===== src/hdl/temporal_frame_average_macros.svh =====
// assertion helpers, compiled away for synthesis
`ifndef TEMPORAL_FRAME_AVERAGE_MACROS_SVH
`define TEMPORAL_FRAME_AVERAGE_MACROS_SVH

`ifndef SYNTHESIS
// property checked on every clock edge outside reset
`define TFA_ASSERT(lbl, prop, msg) \
  lbl: assert property (@(posedge clk) disable iff (rst) prop) else $error(msg);
// antecedent followed by consequent in the next cycle
`define TFA_ASSERT_NEXT(lbl, ante, cons, msg) \
  lbl: assert property (@(posedge clk) disable iff (rst) (ante) |=> (cons)) else $error(msg);
`else
`define TFA_ASSERT(lbl, prop, msg)
`define TFA_ASSERT_NEXT(lbl, ante, cons, msg)
`endif

`endif


===== src/hdl/tfa_pkg.sv =====
`timescale 1ns / 1ps

package tfa_pkg;

  localparam int PIX_W      = 8;
  localparam int NUM_CH     = 3;
  localparam int WORD_W     = NUM_CH * PIX_W;
  localparam int ORDER_W    = 3;
  localparam int FRAME_W    = 17;
  // seven frames of 255 at most
  localparam int SUM_W      = 11;
  localparam int DEN_W      = ORDER_W + 1;
  localparam int NUM_W      = DEN_W + PIX_W;
  localparam int CFG_IDX_W  = 8;
  localparam int CFG_DATA_W = 17;

  localparam int DEF_MAX_ORDER    = 8;
  localparam int DEF_FRAME_PIXELS = 65536;

  localparam logic [CFG_IDX_W-1:0] REG_FILTER_ORDER = CFG_IDX_W'(0);
  localparam logic [CFG_IDX_W-1:0] REG_FRAME_PIXELS = CFG_IDX_W'(1);

  localparam logic [ORDER_W-1:0] FILTER_ORDER_RST = ORDER_W'(1);
  localparam logic [FRAME_W-1:0] FRAME_PIXELS_RST = FRAME_W'(65536);

  typedef logic [PIX_W-1:0]  pixel_t;
  typedef logic [SUM_W-1:0]  sum_t;
  typedef logic [WORD_W-1:0] word_t;

  typedef enum logic [2:0] {
    ST_IDLE,
    ST_STORE,
    ST_FETCH,
    ST_DIVIDE,
    ST_EMIT
  } state_t;

endpackage


===== src/hdl/tfa_round_div.sv =====
`timescale 1ns / 1ps

module tfa_round_div (
  input  logic                   clk,
  input  logic                   rst,
  input  logic                   start,
  input  logic [tfa_pkg::ORDER_W-1:0] order,
  input  tfa_pkg::sum_t          sum [tfa_pkg::NUM_CH],
  output logic                   done,
  output tfa_pkg::pixel_t        quot [tfa_pkg::NUM_CH]
);
  import tfa_pkg::*;

  localparam int CNT_W = $clog2(PIX_W + 1);

  // per lane: remainder in the top DEN_W bits, numerator then quotient below
  logic [NUM_W-1:0] acc [NUM_CH];
  logic [CNT_W-1:0] cnt;
  logic [DEN_W-1:0] den;
  logic [DEN_W:0]   rem_sh  [NUM_CH];
  logic [DEN_W-1:0] rem_new [NUM_CH];
  logic             q_bit   [NUM_CH];

  // (2*sum + n) / (2*n) gives the mean rounded half up
  assign den = {order, 1'b0};

  always_comb begin
    for (int i = 0; i < NUM_CH; i++) begin
      rem_sh[i] = acc[i][NUM_W-1:PIX_W-1];
      q_bit[i]  = (rem_sh[i] >= {1'b0, den});
      if (q_bit[i]) begin
        rem_new[i] = DEN_W'(rem_sh[i] - {1'b0, den});
      end else begin
        rem_new[i] = rem_sh[i][DEN_W-1:0];
      end
    end
  end

  always_ff @(posedge clk) begin
    if (rst) begin
      cnt  <= '0;
      done <= 1'b0;
    end else begin
      done <= 1'b0;
      if (start) begin
        cnt <= CNT_W'(PIX_W);
      end else if (cnt != '0) begin
        cnt  <= cnt - 1'b1;
        done <= (cnt == CNT_W'(1));
      end
    end
  end

  always_ff @(posedge clk) begin
    for (int i = 0; i < NUM_CH; i++) begin
      if (start) begin
        acc[i] <= NUM_W'({sum[i], 1'b0}) + NUM_W'(order);
      end else if (cnt != '0) begin
        acc[i] <= {rem_new[i], acc[i][PIX_W-2:0], q_bit[i]};
      end
    end
  end

  always_comb begin
    for (int i = 0; i < NUM_CH; i++) begin
      quot[i] = acc[i][PIX_W-1:0];
    end
  end

endmodule


===== config.mk =====
export PLATFORM = sky130hd
export DESIGN_NAME = tfa_round_div
export DESIGN_NICKNAME = d
export VERILOG_FILES = /design/src/hdl/temporal_frame_average_macros.svh /design/src/hdl/tfa_pkg.sv /design/src/hdl/tfa_round_div.sv
export SDC_FILE = /design/constraint.sdc
export NUM_CORES = 1
export LEC_CHECK = 0
export BUFFER_PORTS_ARGS = -buffer_cell sky130_fd_sc_hd__buf_4
export CAP_MARGIN = 40
export CORE_MARGIN = 2
export CORE_UTILIZATION = 55
export DETAILED_ROUTE_END_ITERATION = 10
export HOLD_SLACK_MARGIN = 0.03
export MAX_ROUTING_LAYER = met4
export PLACE_DENSITY = 0.81
export RECOVER_POWER = 25
export SYNTH_ARGS = -nofsm -noshare
export SYNTH_HDL_FRONTEND = slang
export SYNTH_SLANG_ARGS = --single-unit

===== constraint.sdc =====
create_clock -name clk -period 2.8 [get_ports clk]
set_input_delay 0.28 -clock clk [delete_from_list [all_inputs] [get_ports clk]]
set_output_delay 0.28 -clock clk [all_outputs]
set_load 0.005 [all_outputs]

==> results.py <==
metrics = {
    "timing": {
        "rsz0062_at_grt": "no",
        "min_period_ns": 2.19,
        "slew_violations": 0,
        "hold_violations": 0,
        "period_share_pct": 78.2,
        "final-setup-viol-count": 0,
        "relSlewSlack_pct": 52.7,
        "max_freq_ghz": 0.457,
        "tns_ns": 0,
        "tightest_slew_ns": 0.707,
        "skew_ns": 0.00749,
        "finalWorstSetupSlack_ns": 0.611,
    },
    "global_route": {
        "grt_pass1_vias": 2210,
        "grt_pass1_wl_mm": 10.4,
        "track_usage_pct": 22.8,
        "grt_max_degree": 27,
        "gr-total-overflow": 0,
        "antenna_found_initial": 0,
    },
    "routing": {
        "routedWlPerCell_um": 15.0,
        "wl_met1_mm": 2.66,
        "drt_iter0_markers": 170,
        "wl_met3_um": 353,
        "wl_met2_mm": 2.90,
        "drc": 0,
        "totalWireLength_mm": 6.01,
        "dr.pass1.iters": 4,
        "vias": 2152,
        "routed.top_layer": "met4",
        "ant_nets": 0,
        "viasPerCell": 5.35,
    },
    "floorplanning": {
        "fp.dieH_um": 76.9,
        "initial_core_util_pct": 57.3,
        "io_pins": 64,
        "rows": 26,
        "dieArea_um2": 5920,
        "core_um2": 5110,
        "die_w_um": 76.9,
    },
    "synthesis": {
        "synth_area_leader_cell": "edfxtp_1",
        "async_reset_ff_share_pct": 0,
        "synth.yosys.seq_area_share_pct": 40.4,
        "synth_top_area_share_pct": 37.0,
        "synthFlopType": "edfxtp_1",
        "synth-xor-area-share_pct": 9.58,
        "synth_top_family_by_area": "simple AND/OR/NAND/NOR gates",
        "yosys.cell_types.count": 35,
        "synth_mux_area_share_pct": 6.03,
        "yosysMostFrequentCell": "edfxtp_1",
        "synth_compound_area_share_pct": 5.82,
        "synthAdderAreaFrac_pct": 11.4,
        "ys_top_cells_by_count": "edfxtp_1 (36), nand2_1 (34), buf_4 (25)",
        "yosys-top-cells-area": "edfxtp_1 (37%), ha_1 (7.3%), buf_4 (6.4%)",
        "synth_edf_count": 36,
        "ys_seq_elements": 41,
        "synthSimpleGateAreaFrac_pct": 17.1,
        "syn_area_per_cell_um2": 10.1,
        "synth_cells": 289,
        "syn_area_um2": 2930,
        "syn-num-nets": 351,
        "yosysWarnings": 0,
    },
    "finish": {
        "finalNetCount": 393,
        "area_growth_pct": 17.6,
        "diodes": 0,
        "drive_gt1_share_pct": 24.7,
    },
    "critical_path": {
        "critPathLaunchType": "flop",
        "end_kind": "flop",
        "crit_path_max_fanout": 20,
        "cpPeakStageDelay_ns": 0.55,
        "r2r_cells": 5,
        "path_cells": "inv_1 > ha_1 > or3b_4 > nand2_1 > mux2i_1",
        "cp.arrival_ns": 2.21,
        "worst_ep_required_time_ns": 2.82,
        "slowest_stage": "nand2_1",
        "critPathKind": "flop to flop",
    },
    "cts": {
        "cts_buffer_depth": 2,
        "cts_buffers": 5,
        "numClockSinks": 41,
        "insertion_delay_ns": 0.30,
        "cts-root-buf": "clkbuf_8",
        "ctsHoldBuffers": 0,
        "tritoncts": "done",
        "post-cts-setup-buffers": 0,
        "ctsResizeCount": 0,
        "path_clk_slew_ns": 0.09,
        "h-tree-depth": 2,
    },
    "hold_path": {
        "whs_path_depth": 2,
        "worstHoldPathType": "primary input to flop",
    },
    "placed_design": {
        "port_buffers": 63,
        "place.gp.congestion": 0.856,
        "dp_slack_ns": 0.532,
        "dpl.hpwl_mm": 4.52,
    },
    "power_and_ir_drop": {
        "p_leak_nw": 1.42,
        "ir_drop_mv": 0.399,
        "power_density_nw_per_um2": 645,
    },
    "status": {
        "status": "complete, no violations",
    },
    "job": {
        "cap_violations": 0,
    },
}
area by class of cell:
cell class / instances / area [µm²]
Fill cell: 420 / 1670
Multi-Input combinational cell: 200 / 1470
Sequential cell: 41 / 1180
Timing Repair Buffer: 65 / 509
Clock buffer: 7 / 119
Tap cell: 70 / 87.6
Inverter: 18 / 67.6
Clock inverter: 1 / 5.00
worst paths after layout:
| path | slack (ns) | from | end |
|---|---|---|---|
| worst min-delay path | 0.17 | start | cnt[1] |
| worst max register to register | 0.61 | cnt[1] | acc[2][9] |
| worst max-delay path | 0.61 | cnt[1] | acc[2][9] |
| worst min register to register | 0.57 | acc[2][4] | acc[2][5] |
cells in the final DEF, fill, tap and decap left out, types with 2 or more instances in the layout:
master	instances
nor2_1	20
inv_1	18
xnor2_1	19
buf_12	2
clkbuf_8	5
and4b_1	3
nand2_1	34
clkbuf_16	2
nor2b_1	3
fa_1	6
clkbuf_4	24
buf_4	38
nor3_1	11
xor2_1	13
dfxtp_1	5
mux2_2	5
nand4b_1	2
and3_1	2
edfxtp_1	36
nand3_1	5
nand2b_1	3
ha_1	17
a21oi_1	11
mux2i_1	12
nand4_1	8
o21ai_0	15
registers in the layout, indices dropped and copies added (netlist names):
signal	count
acc	36
cnt	4
done	1
critical path, delay by kind of cell, from the launching register on:
family                   cells  cell delay, ns
adder cells (fa/ha/maj)      1            0.30
flip-flops                   1            0.34
multiplexers                 1            0.19
buffers and inverters        1            0.09
AND/OR/NAND/NOR              2            1.00
per-stage QoR:
step                      hold WS (ns)  cell area, µm²  std cells  utilization (%)  total power (W)
after floorplan                  0.349            2930        289                -          0.00152
after global placement           0.489            3300        393             64.6          0.00170
after detailed placement         0.495            3320        394             65.0          0.00173
after CTS                        0.167            3440        402             67.4          0.00225
after global routing             0.168            3440        402             67.4          0.00237
final                            0.171            3440        402             67.4          0.00222
layer usage:
layer  vias to the layer above  track usage [%]
met5                         -                -
met2                        76             36.1
met1                      1006             29.3
li1                       1060                -
met4                         0             7.64
met3                        10             4.82
logic make-up after synthesis:
logic type	after synthesis
simple gates	98
buf+inv	48
flops	41
xor+xnor	32
compound gates	30
fa+ha+maj	23
mux	17
where the power goes:
| group | switching (W) | leakage (nW) | internal (W) |
|---|---|---|---|
| sequential | 0.0000867 | 0.409 | 0.000861 |
| combinational | 0.000377 | 0.943 | 0.000386 |
| clock | 0.000228 | 0.0645 | 0.000283 |
| total | 0.000692 | 1.42 | 0.00153 |
Note: power is estimated with default switching activity, not from simulation.
